[src/sv/etc1_pkg.sv]
package etc1_pkg;

  localparam int PixPerBlock = 16;
  localparam logic [3:0] LastPix = 4'(PixPerBlock - 1);

  typedef struct packed {
    logic [7:0] red;
    logic [7:0] green;
    logic [7:0] blue;
  } rgb_t;

  // decoded block held while its sixteen pixels go out
  typedef struct packed {
    rgb_t        base1;
    rgb_t        base2;
    logic [2:0]  cwd1;
    logic [2:0]  cwd2;
    logic        flip;
    logic [31:0] index_word;
  } block_t;

  typedef struct packed {
    logic [1:0] pix_x;
    logic [1:0] pix_y;
    rgb_t       color;
    logic       last_pixel;
  } pix_t;

  // modifier magnitude: sel=0 gives the small one, sel=1 the large one
  function automatic logic [7:0] mod_mag(input logic [2:0] cwd, input logic sel);
    logic [7:0] a;
    logic [7:0] b;
    unique case (cwd)
      3'd0: begin a = 8'd2;  b = 8'd8;   end
      3'd1: begin a = 8'd5;  b = 8'd17;  end
      3'd2: begin a = 8'd9;  b = 8'd29;  end
      3'd3: begin a = 8'd13; b = 8'd42;  end
      3'd4: begin a = 8'd18; b = 8'd60;  end
      3'd5: begin a = 8'd24; b = 8'd80;  end
      3'd6: begin a = 8'd33; b = 8'd106; end
      default: begin a = 8'd47; b = 8'd183; end
    endcase
    return sel ? b : a;
  endfunction

  function automatic logic [7:0] add_clamp(input logic [7:0] base, input logic [7:0] mag,
                                           input logic neg);
    logic [9:0] sum;
    logic [7:0] res;
    sum = neg ? ({2'b00, base} - {2'b00, mag}) : ({2'b00, base} + {2'b00, mag});
    if (neg && sum[9]) begin
      res = 8'd0;
    end else if (!neg && sum[8]) begin
      res = 8'hff;
    end else begin
      res = sum[7:0];
    end
    return res;
  endfunction

endpackage

[src/sv/etc1_base_decode.sv]
module etc1_base_decode (
  input  logic [31:0]          color_word,
  input  logic [31:0]          index_word,
  output etc1_pkg::block_t     blk
);

  logic [7:0] chan [3];
  logic [7:0] b1 [3];
  logic [7:0] b2 [3];
  logic [4:0] v5 [3];
  logic [4:0] s5 [3];
  logic       diff;

  assign diff = color_word[1];

  always_comb begin
    for (int c = 0; c < 3; c++) begin
      chan[c] = color_word[31 - 8*c -: 8];
      v5[c]   = chan[c][7:3];
      // 3-bit signed delta, sum wraps mod 32
      s5[c]   = v5[c] + {{2{chan[c][2]}}, chan[c][2:0]};
      if (diff) begin
        b1[c] = {v5[c], v5[c][4:2]};
        b2[c] = {s5[c], s5[c][4:2]};
      end else begin
        b1[c] = {chan[c][7:4], chan[c][7:4]};
        b2[c] = {chan[c][3:0], chan[c][3:0]};
      end
    end
  end

  assign blk.base1      = '{red: b1[0], green: b1[1], blue: b1[2]};
  assign blk.base2      = '{red: b2[0], green: b2[1], blue: b2[2]};
  assign blk.cwd1       = color_word[7:5];
  assign blk.cwd2       = color_word[4:2];
  assign blk.flip       = color_word[0];
  assign blk.index_word = index_word;

endmodule

[src/sv/etc1_pixel.sv]
module etc1_pixel (
  input  etc1_pkg::block_t blk,
  input  logic [3:0]       cnt,
  output etc1_pkg::pix_t   pix
);

  logic [1:0]     px;
  logic [1:0]     py;
  logic [3:0]     pos;
  logic           sb;
  logic [1:0]     idx;
  logic [7:0]     mag;
  etc1_pkg::rgb_t base;

  assign py  = cnt[3:2];
  assign px  = cnt[1:0];
  // index bits are stored column-major
  assign pos = {px, py};
  assign sb  = blk.flip ? py[1] : px[1];
  // high index bit sits 16 above the low one
  assign idx = {blk.index_word[{1'b1, pos}], blk.index_word[{1'b0, pos}]};

  assign base = sb ? blk.base2 : blk.base1;
  assign mag  = etc1_pkg::mod_mag(sb ? blk.cwd2 : blk.cwd1, idx[0]);

  assign pix.pix_x       = px;
  assign pix.pix_y       = py;
  assign pix.color.red   = etc1_pkg::add_clamp(base.red, mag, idx[1]);
  assign pix.color.green = etc1_pkg::add_clamp(base.green, mag, idx[1]);
  assign pix.color.blue  = etc1_pkg::add_clamp(base.blue, mag, idx[1]);
  assign pix.last_pixel  = (cnt == etc1_pkg::LastPix);

endmodule

[src/sv/etc1_block_decoder.sv]
// channel | dir | tdata (low bit up)                               | tlast
// s_axis  | in  | color_word[31:0], index_word[63:32]              | -
// m_axis  | out | pix_x[1:0], pix_y[3:2], red[11:4], green[19:12], | last_pixel
//         |     | blue[27:20], zero[31:28]                         |
// One block request yields 16 pixel requests, one per cycle while the output is not
// stalled, drained from the block register through the single output register.
// Pixel 0 passes through the block register and then the pixel register to m_axis.
// The next block is taken in the cycle its predecessor's last pixel moves into the pixel register.
// Output stalls hold the pixel register; the block register waits behind it.
// rst is synchronous, active high, and empties both registers.
module etc1_block_decoder (
  input  logic        clk,
  input  logic        rst,
  input  logic        s_axis_tvalid,
  output logic        s_axis_tready,
  input  logic [63:0] s_axis_tdata,   // color_word, index_word
  output logic        m_axis_tvalid,
  input  logic        m_axis_tready,
  output logic [31:0] m_axis_tdata,   // pix_x, pix_y, red, green, blue, pad
  output logic        m_axis_tlast
);

  etc1_pkg::block_t blk_dec;
  etc1_pkg::block_t blk;
  etc1_pkg::pix_t   pix_next;
  etc1_pkg::pix_t   pix;
  logic             blk_v;
  logic             out_v;
  logic [3:0]       cnt;
  logic             adv;
  logic             blk_done;
  logic             s_acc;

  etc1_base_decode u_dec (
    .color_word (s_axis_tdata[31:0]),
    .index_word (s_axis_tdata[63:32]),
    .blk        (blk_dec)
  );

  etc1_pixel u_pix (
    .blk (blk),
    .cnt (cnt),
    .pix (pix_next)
  );

  assign adv           = blk_v && (!out_v || m_axis_tready);
  assign blk_done      = adv && (cnt == etc1_pkg::LastPix);
  assign s_axis_tready = !blk_v || blk_done;
  assign s_acc         = s_axis_tvalid && s_axis_tready;

  always_ff @(posedge clk) begin
    if (rst) begin
      blk_v <= 1'b0;
      out_v <= 1'b0;
      cnt   <= '0;
    end else begin
      if (s_acc) begin
        blk_v <= 1'b1;
      end else if (blk_done) begin
        blk_v <= 1'b0;
      end
      if (adv) begin
        cnt   <= cnt + 4'd1;
        out_v <= 1'b1;
      end else if (m_axis_tready) begin
        out_v <= 1'b0;
      end
    end
  end

  always_ff @(posedge clk) begin
    if (s_acc) begin
      blk <= blk_dec;
    end
    if (adv) begin
      pix <= pix_next;
    end
  end

  assign m_axis_tvalid = out_v;
  assign m_axis_tlast  = pix.last_pixel;
  assign m_axis_tdata  = {4'h0, pix.color.blue, pix.color.green, pix.color.red,
                          pix.pix_y, pix.pix_x};

`ifndef NO_ASSERTIONS
  a_no_overwrite: assert property (@(posedge clk) disable iff (rst)
    (s_acc && blk_v) |-> blk_done)
    else $error("block register overwritten before its last pixel");

  a_cnt_idle: assert property (@(posedge clk) disable iff (rst)
    !blk_v |-> (cnt == 4'd0))
    else $error("pixel counter not at zero while no block is held");

  a_accept_start: assert property (@(posedge clk) disable iff (rst)
    s_acc |=> (blk_v && cnt == 4'd0))
    else $error("accepted block does not start at pixel zero");

  a_last_pos: assert property (@(posedge clk) disable iff (rst)
    (out_v && pix.last_pixel) |-> (pix.pix_x == 2'd3 && pix.pix_y == 2'd3))
    else $error("last pixel flag away from the corner pixel");
`endif

endmodule

[config.mk]
export PLATFORM = sky130hd
export DESIGN_NAME = etc1_block_decoder
export DESIGN_NICKNAME = d
export VERILOG_FILES = /design/src/sv/etc1_pkg.sv /design/src/sv/etc1_base_decode.sv /design/src/sv/etc1_pixel.sv /design/src/sv/etc1_block_decoder.sv
export SDC_FILE = /design/constraint.sdc
export NUM_CORES = 1
export LEC_CHECK = 0
export ABC_CLOCK_PERIOD_IN_PS = 8300
export BUFFER_PORTS_ARGS = -buffer_cell sky130_fd_sc_hd__buf_2
export CORE_ASPECT_RATIO = 0.9
export CORE_MARGIN = 2
export CORE_UTILIZATION = 35
export DETAILED_ROUTE_END_ITERATION = 7
export PLACE_DENSITY = 0.54
export SYNTH_ARGS = -nofsm -noshare
export SYNTH_HDL_FRONTEND = slang
export SYNTH_SLANG_ARGS = --single-unit
[constraint.sdc]
create_clock -name clk -period 8.3 [get_ports clk]
set_input_delay 1.245 -clock clk [delete_from_list [all_inputs] [get_ports clk]]
set_output_delay 1.245 -clock clk [all_outputs]
set_load 0.005 [all_outputs]
==> impl_metrics.xml, run 1 <==
<?xml version="1.0" encoding="UTF-8"?>
<metrics>
  <group name="floorplan">
    <metric name="core_area" unit="um^2">21600</metric>
    <metric name="die_footprint" unit="um^2">23100</metric>
    <metric name="row_count" unit="">51</metric>
    <metric name="die_width" unit="um">160</metric>
    <metric name="fp.dieH" unit="um">144</metric>
    <metric name="initial_core_util" unit="%">35.5</metric>
    <metric name="top_level_ports" unit="">103</metric>
  </group>
  <group name="route">
    <metric name="routed_wirelength" unit="mm">17.7</metric>
    <metric name="wl_per_cell" unit="um">16.9</metric>
    <metric name="drtAntennaViolNets" unit="">0</metric>
    <metric name="detail_route.drc_violations" unit="">0</metric>
    <metric name="total_vias_in_the_final_route" unit="">5309</metric>
    <metric name="drt_first_iter_violations" unit="">428</metric>
    <metric name="detailedRoute.firstPassIterationCount" unit="">5</metric>
    <metric name="vias_per_cell" unit="">5.05</metric>
  </group>
  <group name="logic_synthesis">
    <metric name="synth.ff_latch_count" unit="">122</metric>
    <metric name="ys.warnings.count" unit="">0</metric>
    <metric name="yosys.cell_types.count" unit="">63</metric>
    <metric name="number_of_synthesized_flops_with_an_enable_pin" unit="">116</metric>
    <metric name="dominantRegCellSynth" unit="">sky130_fd_sc_hd__edfxtp_1</metric>
    <metric name="synthesis.instances" unit="">655</metric>
    <metric name="netlist_area_before_placement" unit="um^2">7660</metric>
    <metric name="post_synth.cell_area_avg" unit="um^2">11.7</metric>
    <metric name="synthArstFlopShare" unit="%">0</metric>
    <metric name="ys_seq_area_share" unit="%">47.1</metric>
  </group>
  <group name="clock_network">
    <metric name="max-clock-path-buffers" unit="">2</metric>
    <metric name="hold_buffers" unit="">0</metric>
    <metric name="root_buffer" unit="">sky130_fd_sc_hd__clkbuf_16</metric>
    <metric name="clkTransAtPathRegs" unit="ns">0.06</metric>
    <metric name="clock_latency_reported_for_the_late_side_of_the_worst_skew_pair" unit="ns">0.42</metric>
    <metric name="post-cts-setup-buffer-count" unit="">0</metric>
    <metric name="cts_sinks" unit="">122</metric>
    <metric name="cts_tree" unit="">yes</metric>
    <metric name="clock_tree.htree_level_count" unit="">4</metric>
    <metric name="cts_repair_resize_count" unit="">0</metric>
    <metric name="numCtsBuffers" unit="">17</metric>
  </group>
  <group name="layout">
    <metric name="area_delta_synth_final" unit="%">16.7</metric>
    <metric name="most_used_cells_in_the_layout_excluding_fill_and_tap_cells" unit="">sky130_fd_sc_hd__edfxtp_1, sky130_fd_sc_hd__buf_2, sky130_fd_sc_hd__ha_1</metric>
    <metric name="drive_above_1_share" unit="%">24.6</metric>
    <metric name="multi_input_comb_area" unit="um^2">3690</metric>
    <metric name="final_net_count" unit="">886</metric>
    <metric name="fillCellCount" unit="">2086</metric>
    <metric name="layout.core_utilization" unit="%">41.4</metric>
    <metric name="seqCellArea" unit="um^2">3600</metric>
    <metric name="antennaDiodeCount" unit="">0</metric>
    <metric name="layout.cells.most_common" unit="">sky130_fd_sc_hd__edfxtp_1</metric>
  </group>
  <group name="grt">
    <metric name="grt_first_pass_wirelength" unit="mm">27.5</metric>
    <metric name="antenna_found_initial" unit="">0</metric>
    <metric name="overflow" unit="">0</metric>
    <metric name="first_global_vias" unit="">4992</metric>
    <metric name="groute.usage.overall" unit="%">15.5</metric>
    <metric name="grt_start_max_net_pins" unit="">88</metric>
  </group>
  <group name="status">
    <metric name="outcome" unit="">finished clean</metric>
  </group>
  <group name="hold_path">
    <metric name="hold_path_class" unit="">reg2reg</metric>
    <metric name="hold_path.startpoint" unit="">blk_v$_SDFFE_PP0P_</metric>
  </group>
  <group name="pwr">
    <metric name="clock_power_share" unit="%">36.5</metric>
    <metric name="power_leakage" unit="nW">3.69</metric>
    <metric name="netSwitchingFraction" unit="%">30.9</metric>
    <metric name="pwr_dens" unit="nW/um^2">222</metric>
    <metric name="p_int" unit="mW">1.37</metric>
    <metric name="combPwrFrac" unit="%">25.2</metric>
    <metric name="power.ir.vdd_worst" unit="uV">98.3</metric>
    <metric name="switchingPower" unit="uW">613</metric>
    <metric name="seqPwrFrac" unit="%">38.3</metric>
  </group>
  <group name="worst_setup_path">
    <metric name="setup.reg_to_reg.worst_slack" unit="ns">2.54</metric>
    <metric name="setup.worst_path.start" unit="">cnt[3]$_SDFFE_PP0P_</metric>
    <metric name="slowest_stage" unit="">sky130_fd_sc_hd__mux2i_4</metric>
    <metric name="critical_path.cell_chain" unit="">mux2i_4 -&gt; mux2i_1 -&gt; xnor2_1 -&gt; o21ai_0 -&gt; ha_1 -&gt; inv_1 -&gt; fa_1 -&gt; nor2b_1 -&gt; o21ai_0 -&gt; nand3b_1 -&gt; a21o_1 -&gt; a211oi_1 -&gt; a2111oi_0</metric>
    <metric name="critPathMaxStageDelay" unit="ns">0.90</metric>
    <metric name="r2r_start" unit="">cnt[3]$_SDFFE_PP0P_</metric>
    <metric name="cp_num_buf_inv" unit="">1</metric>
    <metric name="timing.critical_path.depth" unit="">13</metric>
    <metric name="worstReg2RegEnd" unit="">m_axis_tdata[22]$_SDFFCE_PP0P_</metric>
    <metric name="crit_required" unit="ns">8.42</metric>
    <metric name="worstPathArrival" unit="ns">5.88</metric>
    <metric name="rr_worst_depth" unit="">13</metric>
    <metric name="start_kind" unit="">register</metric>
    <metric name="critical_path_class" unit="">reg2reg</metric>
    <metric name="worstSetupEndpointType" unit="">register</metric>
    <metric name="cpMostUsedCell" unit="">sky130_fd_sc_hd__o21ai_0</metric>
    <metric name="critPathCapture" unit="">m_axis_tdata[22]$_SDFFCE_PP0P_</metric>
    <metric name="critical_path.top_delay_family" unit="">compound AO/OA/AOI/OAI gates</metric>
    <metric name="timing.critical_path.fanout_max" unit="">29</metric>
  </group>
  <group name="placement">
    <metric name="globalplace.congestion" unit="">0.884</metric>
    <metric name="detailedPlacementHpwl" unit="mm">13.2</metric>
    <metric name="place.port_buffers" unit="">98</metric>
  </group>
  <group name="timing">
    <metric name="rsz0062_at_grt" unit="">no</metric>
    <metric name="clock.fmax" unit="MHz">174</metric>
    <metric name="tightestPinTransition" unit="ns">1.10</metric>
    <metric name="slew_violations" unit="">0</metric>
    <metric name="timing.final.crit_period" unit="ns">5.76</metric>
    <metric name="clock_skew" unit="ns">0.00856</metric>
    <metric name="final-setup-viol-count" unit="">0</metric>
    <metric name="slew_headroom" unit="%">25.2</metric>
    <metric name="fin_setup_tns" unit="ns">0</metric>
    <metric name="min_period_over_period" unit="%">69.4</metric>
    <metric name="report.final.hold_viol_count" unit="">0</metric>
  </group>
  <group name="job">
    <metric name="drv.max_cap_violation_count" unit="">0</metric>
  </group>
</metrics>
-- per-stage QoR --
| stage | instance area (um^2) | total power, mW | setup WS [ns] | hold WS [ns] | instances |
|---|---|---|---|---|---|
| floorplan | 7670 | 1.12 | 4.00 | 0.435 | 658 |
| finish | 8930 | 1.99 | 2.54 | 0.481 | 1051 |
| detailed placement | 8360 | 1.26 | 2.61 | 0.466 | 1019 |
| global placement | 8360 | 1.26 | 2.90 | 0.459 | 1019 |
| global route | 8930 | 2.09 | 2.01 | 0.546 | 1051 |
| CTS | 8930 | 2.00 | 2.62 | 0.484 | 1051 |
-- how the worst min path moves through the flow --
stage	cells past startpoint	end	slack, ns
after floorplan	0	m_axis_tdata[1]$_DFFE_PP_	0.43
after global placement	2	m_axis_tvalid$_SDFFE_PP0P_	0.46
after detailed placement	2	m_axis_tvalid$_SDFFE_PP0P_	0.47
after CTS	2	m_axis_tvalid$_SDFFE_PP0P_	0.48
after global routing	2	m_axis_tvalid$_SDFFE_PP0P_	0.55
final	2	m_axis_tvalid$_SDFFE_PP0P_	0.48
-- metal layers --
metal  vias to the layer above  track usage, %  part of all wire [%]
met5                         -               0                     0
li1                       2628               -                     -
met3                        15            3.50                   4.4
met1                      2511            23.7                    53
met4                         0            4.74                   1.1
met2                       155            21.5                    42
-- power groups by stage --
stage	Clock, mW	Combinational, mW	Sequential [mW]
2_1_floorplan	0	0.349	0.773
3_3_place_gp	0	0.485	0.772
3_5_place_dp	0	0.491	0.774
4_1_cts	0.740	0.495	0.761
5_1_grt	0.768	0.556	0.765
6_report	0.724	0.501	0.760
-- tightest hold or removal path, delay by kind of cell (launching register included) --
kind / cells / cell delay, ns
flip-flops: 1 / 0.33
AND/OR/NAND/NOR: 2 / 0.12
-- flip-flops by register name, indices dropped and copies added, names as in the netlist --
register and count:
m_axis_tdata 28, blk_v 1, blk 87, m_axis_tvalid 1, cnt 4, m_axis_tlast 1
-- synthesized netlist by cell type (3+ instances only) --
cell                        number  area, um^2
sky130_fd_sc_hd__nor2_1         42         158
sky130_fd_sc_hd__mux2_2         38         428
sky130_fd_sc_hd__buf_2           3        15.0
sky130_fd_sc_hd__edfxtp_1      116        3480
sky130_fd_sc_hd__nand2_1        45         169
sky130_fd_sc_hd__a221o_1         5        50.1
sky130_fd_sc_hd__a21o_1         17         128
sky130_fd_sc_hd__a211oi_1        8        60.1
sky130_fd_sc_hd__buf_6           4        45.0
sky130_fd_sc_hd__nand3_1         6        30.0
sky130_fd_sc_hd__nand2b_1        6        37.5
sky130_fd_sc_hd__or2_2           5        31.3
sky130_fd_sc_hd__xnor2_1        20         175
sky130_fd_sc_hd__a311o_1         3        30.0
sky130_fd_sc_hd__and2_1          4        25.0
sky130_fd_sc_hd__o31a_1          5        43.8
sky130_fd_sc_hd__o21ai_0        25         125
sky130_fd_sc_hd__nor3_1         10        50.1
sky130_fd_sc_hd__o31ai_1         4        30.0
sky130_fd_sc_hd__mux4_1          8         210
sky130_fd_sc_hd__mux2i_1         9        90.1
sky130_fd_sc_hd__clkbuf_1       16        60.1
sky130_fd_sc_hd__a2111oi_0       3        26.3
sky130_fd_sc_hd__ha_1           62         776
sky130_fd_sc_hd__nor2b_1         5        31.3
sky130_fd_sc_hd__and3_1          5        31.3
sky130_fd_sc_hd__o21bai_1        5        37.5
sky130_fd_sc_hd__xor2_1          3        26.3
sky130_fd_sc_hd__a21oi_1        46         230
sky130_fd_sc_hd__o311ai_0        3        26.3
sky130_fd_sc_hd__a311oi_1        3        26.3
sky130_fd_sc_hd__inv_1          51         191
sky130_fd_sc_hd__nor4_1          3        18.8
sky130_fd_sc_hd__o221ai_1        6        52.6
sky130_fd_sc_hd__nor3b_1         5        37.5
sky130_fd_sc_hd__o211ai_1        4        30.0
sky130_fd_sc_hd__dfxtp_1         6         120
sky130_fd_sc_hd__fa_1            9         180
sky130_fd_sc_hd__buf_4           5        37.5
sky130_fd_sc_hd__o21a_1          3        22.5
-- final cells by class --
class | instances | area share, %
Clock buffer | 17 | 4.76
Timing Repair Buffer | 101 | 5.74
Clock inverter | 15 | 1.68
Multi-Input combinational cell | 454 | 41.3
Inverter | 51 | 2.14
Tap cell | 291 | 4.08
Sequential cell | 122 | 40.3
-- cell families (layout without fill, tap and decap cells) --
kind of cell	count (synthesis)	in the layout	share of synthesized area, %
flops	122	122	47.1
xor+xnor	23	23	2.63
other cells	1	4	0.0490
buf+inv	82	184	5.21
compound gates	157	157	14.0
simple gates	143	143	8.74
mux	56	56	9.80
fa+ha+maj	71	71	12.5
(Power assumes the default switching activity.)
==> run 2, diff against run 1 <==
--- a/config.mk
+++ b/config.mk
@@ -5,13 +5,13 @@
 export SDC_FILE = /design/constraint.sdc
 export NUM_CORES = 1
 export LEC_CHECK = 0
-export ABC_CLOCK_PERIOD_IN_PS = 8300
+export ABC_CLOCK_PERIOD_IN_PS = 5200
 export BUFFER_PORTS_ARGS = -buffer_cell sky130_fd_sc_hd__buf_2
 export CORE_ASPECT_RATIO = 0.9
 export CORE_MARGIN = 2
 export CORE_UTILIZATION = 35
 export DETAILED_ROUTE_END_ITERATION = 7
-export PLACE_DENSITY = 0.54
+export PLACE_DENSITY = 0.56
 export SYNTH_ARGS = -nofsm -noshare
 export SYNTH_HDL_FRONTEND = slang
 export SYNTH_SLANG_ARGS = --single-unit
==> constraint.sdc (replaced) <==
create_clock -name clk -period 5.2 [get_ports clk]
set_input_delay 0.78 -clock clk [delete_from_list [all_inputs] [get_ports clk]]
set_output_delay 0.78 -clock clk [all_outputs]
set_load 0.005 [all_outputs]
==> impl_metrics.xml, run 2 (synthesized netlist as in run 1, its figures left out) <==
<?xml version="1.0" encoding="UTF-8"?>
<metrics>
  <group name="clock_network">
    <metric name="hold_buffers" unit="">0</metric>
    <metric name="root_buffer" unit="">sky130_fd_sc_hd__clkbuf_16</metric>
    <metric name="post-cts-setup-buffer-count" unit="">0</metric>
    <metric name="clock_latency_reported_for_the_late_side_of_the_worst_skew_pair" unit="ns">0.43</metric>
    <metric name="max-clock-path-buffers" unit="">2</metric>
    <metric name="numCtsBuffers" unit="">17</metric>
    <metric name="clock_tree.htree_level_count" unit="">4</metric>
    <metric name="cts_tree" unit="">yes</metric>
    <metric name="clkTransAtPathRegs" unit="ns">0.06</metric>
    <metric name="cts_sinks" unit="">122</metric>
    <metric name="cts_repair_resize_count" unit="">0</metric>
  </group>
  <group name="timing">
    <metric name="fin_setup_tns" unit="ns">0</metric>
    <metric name="clock.fmax" unit="MHz">212</metric>
    <metric name="final-setup-viol-count" unit="">0</metric>
    <metric name="rsz0062_at_grt" unit="">no</metric>
    <metric name="min_period_over_period" unit="%">90.7</metric>
    <metric name="tightestPinTransition" unit="ns">0.999</metric>
    <metric name="report.final.hold_viol_count" unit="">0</metric>
    <metric name="slew_headroom" unit="%">32.7</metric>
    <metric name="hold_worst_slack" unit="ns">0.501</metric>
    <metric name="clock_skew" unit="ns">0.0173</metric>
    <metric name="slew_violations" unit="">0</metric>
    <metric name="timing.final.crit_period" unit="ns">4.72</metric>
  </group>
  <group name="worst_setup_path">
    <metric name="critical_path.cell_chain" unit="">mux4_1 -&gt; mux4_2 -&gt; and2_4 -&gt; o21bai_1 -&gt; o21a_1 -&gt; fa_1 -&gt; o21ba_2 -&gt; or4_1 -&gt; o211ai_1 -&gt; o31a_1 -&gt; nor2_1 -&gt; nor4_1</metric>
    <metric name="critPathMaxStageDelay" unit="ns">0.62</metric>
    <metric name="crit_required" unit="ns">5.41</metric>
    <metric name="worstPathArrival" unit="ns">4.93</metric>
    <metric name="timing.critical_path.fanout_max" unit="">10</metric>
    <metric name="timing.critical_path.depth" unit="">12</metric>
    <metric name="slowest_stage" unit="">sky130_fd_sc_hd__mux4_1</metric>
    <metric name="start_kind" unit="">register</metric>
    <metric name="rr_worst_depth" unit="">12</metric>
    <metric name="critical_path_class" unit="">reg2reg</metric>
    <metric name="cp_num_buf_inv" unit="">0</metric>
    <metric name="worstSetupEndpointType" unit="">register</metric>
    <metric name="critical_path.top_delay_family" unit="">multiplexers</metric>
  </group>
  <group name="layout">
    <metric name="drive_above_1_share" unit="%">25.2</metric>
    <metric name="most_used_cells_in_the_layout_excluding_fill_and_tap_cells" unit="">sky130_fd_sc_hd__edfxtp_1, sky130_fd_sc_hd__buf_2, sky130_fd_sc_hd__ha_1</metric>
    <metric name="antennaDiodeCount" unit="">0</metric>
    <metric name="register_name_with_the_most_flops" unit="">blk</metric>
    <metric name="final_cell_area" unit="um^2">9040</metric>
    <metric name="area_delta_synth_final" unit="%">18.0</metric>
    <metric name="final_net_count" unit="">892</metric>
    <metric name="layout.cells.most_common" unit="">sky130_fd_sc_hd__edfxtp_1</metric>
    <metric name="number_of_flip_flops_under_the_largest_register_name" unit="">87</metric>
  </group>
  <group name="route">
    <metric name="detail_route.drc_violations" unit="">0</metric>
    <metric name="drtAntennaViolNets" unit="">0</metric>
    <metric name="drt_first_iter_violations" unit="">305</metric>
    <metric name="routed_wirelength" unit="mm">17.1</metric>
    <metric name="vias_per_cell" unit="">4.99</metric>
    <metric name="total_vias_in_the_final_route" unit="">5272</metric>
    <metric name="detailedRoute.firstPassIterationCount" unit="">5</metric>
    <metric name="wl_per_cell" unit="um">16.2</metric>
  </group>
  <group name="pwr">
    <metric name="power_leakage" unit="nW">3.75</metric>
    <metric name="pwr_dens" unit="nW/um^2">362</metric>
    <metric name="power.ir.vdd_worst" unit="uV">166</metric>
  </group>
  <group name="floorplan">
    <metric name="fp.dieH" unit="um">144</metric>
    <metric name="top_level_ports" unit="">103</metric>
    <metric name="row_count" unit="">51</metric>
    <metric name="die_width" unit="um">160</metric>
    <metric name="core_area" unit="um^2">21600</metric>
    <metric name="initial_core_util" unit="%">35.5</metric>
    <metric name="die_footprint" unit="um^2">23100</metric>
  </group>
  <group name="grt">
    <metric name="grt_start_max_net_pins" unit="">66</metric>
    <metric name="first_global_vias" unit="">4970</metric>
    <metric name="overflow" unit="">0</metric>
    <metric name="grt_first_pass_wirelength" unit="mm">27.1</metric>
    <metric name="antenna_found_initial" unit="">0</metric>
    <metric name="groute.usage.overall" unit="%">15.2</metric>
  </group>
  <group name="placement">
    <metric name="place.port_buffers" unit="">98</metric>
    <metric name="globalplace.congestion" unit="">0.828</metric>
    <metric name="detailedPlacementHpwl" unit="mm">12.9</metric>
    <metric name="placed_area" unit="um^2">8410</metric>
  </group>
  <group name="hold_path">
    <metric name="hold_path_class" unit="">reg2reg</metric>
    <metric name="min_path_cells" unit="">2</metric>
  </group>
  <group name="job">
    <metric name="drv.max_cap_violation_count" unit="">0</metric>
  </group>
  <group name="status">
    <metric name="outcome" unit="">finished clean</metric>
  </group>
</metrics>
## run 2: cell type report
cell class                 instances  area (um^2)
timing repair buffer             107          558
multi-input combinational        454         3690
tap                              291          364
clock inverter                    15          203
clock buffer                      17          425
fill                            2094        12500
inverter                          51          191
sequential                       122         3600
## run 2: where the power goes
group	total [mW]	switching [mW]	internal (mW)
clock network	1.27	0.495	0.774
registers	1.21	0.0214	1.19
logic	0.793	0.463	0.330
## run 2: path summary, 6_finish.rpt
kind                       startpoint                              to  slack, ns
setup reg to reg  cnt[2]$_SDFFE_PP0P_  m_axis_tdata[15]$_SDFFCE_PP0P_       0.48
hold / removal     blk_v$_SDFFE_PP0P_      m_axis_tvalid$_SDFFE_PP0P_       0.50
hold reg to reg    blk_v$_SDFFE_PP0P_      m_axis_tvalid$_SDFFE_PP0P_       0.50
setup / recovery  cnt[2]$_SDFFE_PP0P_  m_axis_tdata[15]$_SDFFCE_PP0P_       0.48
## run 2: metrics by stage
step	cells	utilization (%)	setup WS, ns	power (mW)
after floorplan	658	-	0.903	1.79
after CTS	1057	41.9	0.477	3.29
after detailed placement	1025	39.0	0.505	2.02
after global placement	1025	39.0	0.681	2.02
after global routing	1057	41.9	0.154	3.44
final	1057	41.9	0.482	3.27
## run 2: tightest hold or removal path: stages (launching register included)
cell                      delay [ns]
sky130_fd_sc_hd__dfxtp_1        0.34
sky130_fd_sc_hd__nor2_1         0.05
sky130_fd_sc_hd__nor2_1         0.07
## run 2: routing by layer
layer	global-route usage, %	up-vias	share of wire, %
met4	5.74	0	1.5
met3	3.47	20	5.7
met1	23.0	2447	52
li1	-	2627	-
met2	21.0	178	41
met5	0	-	0
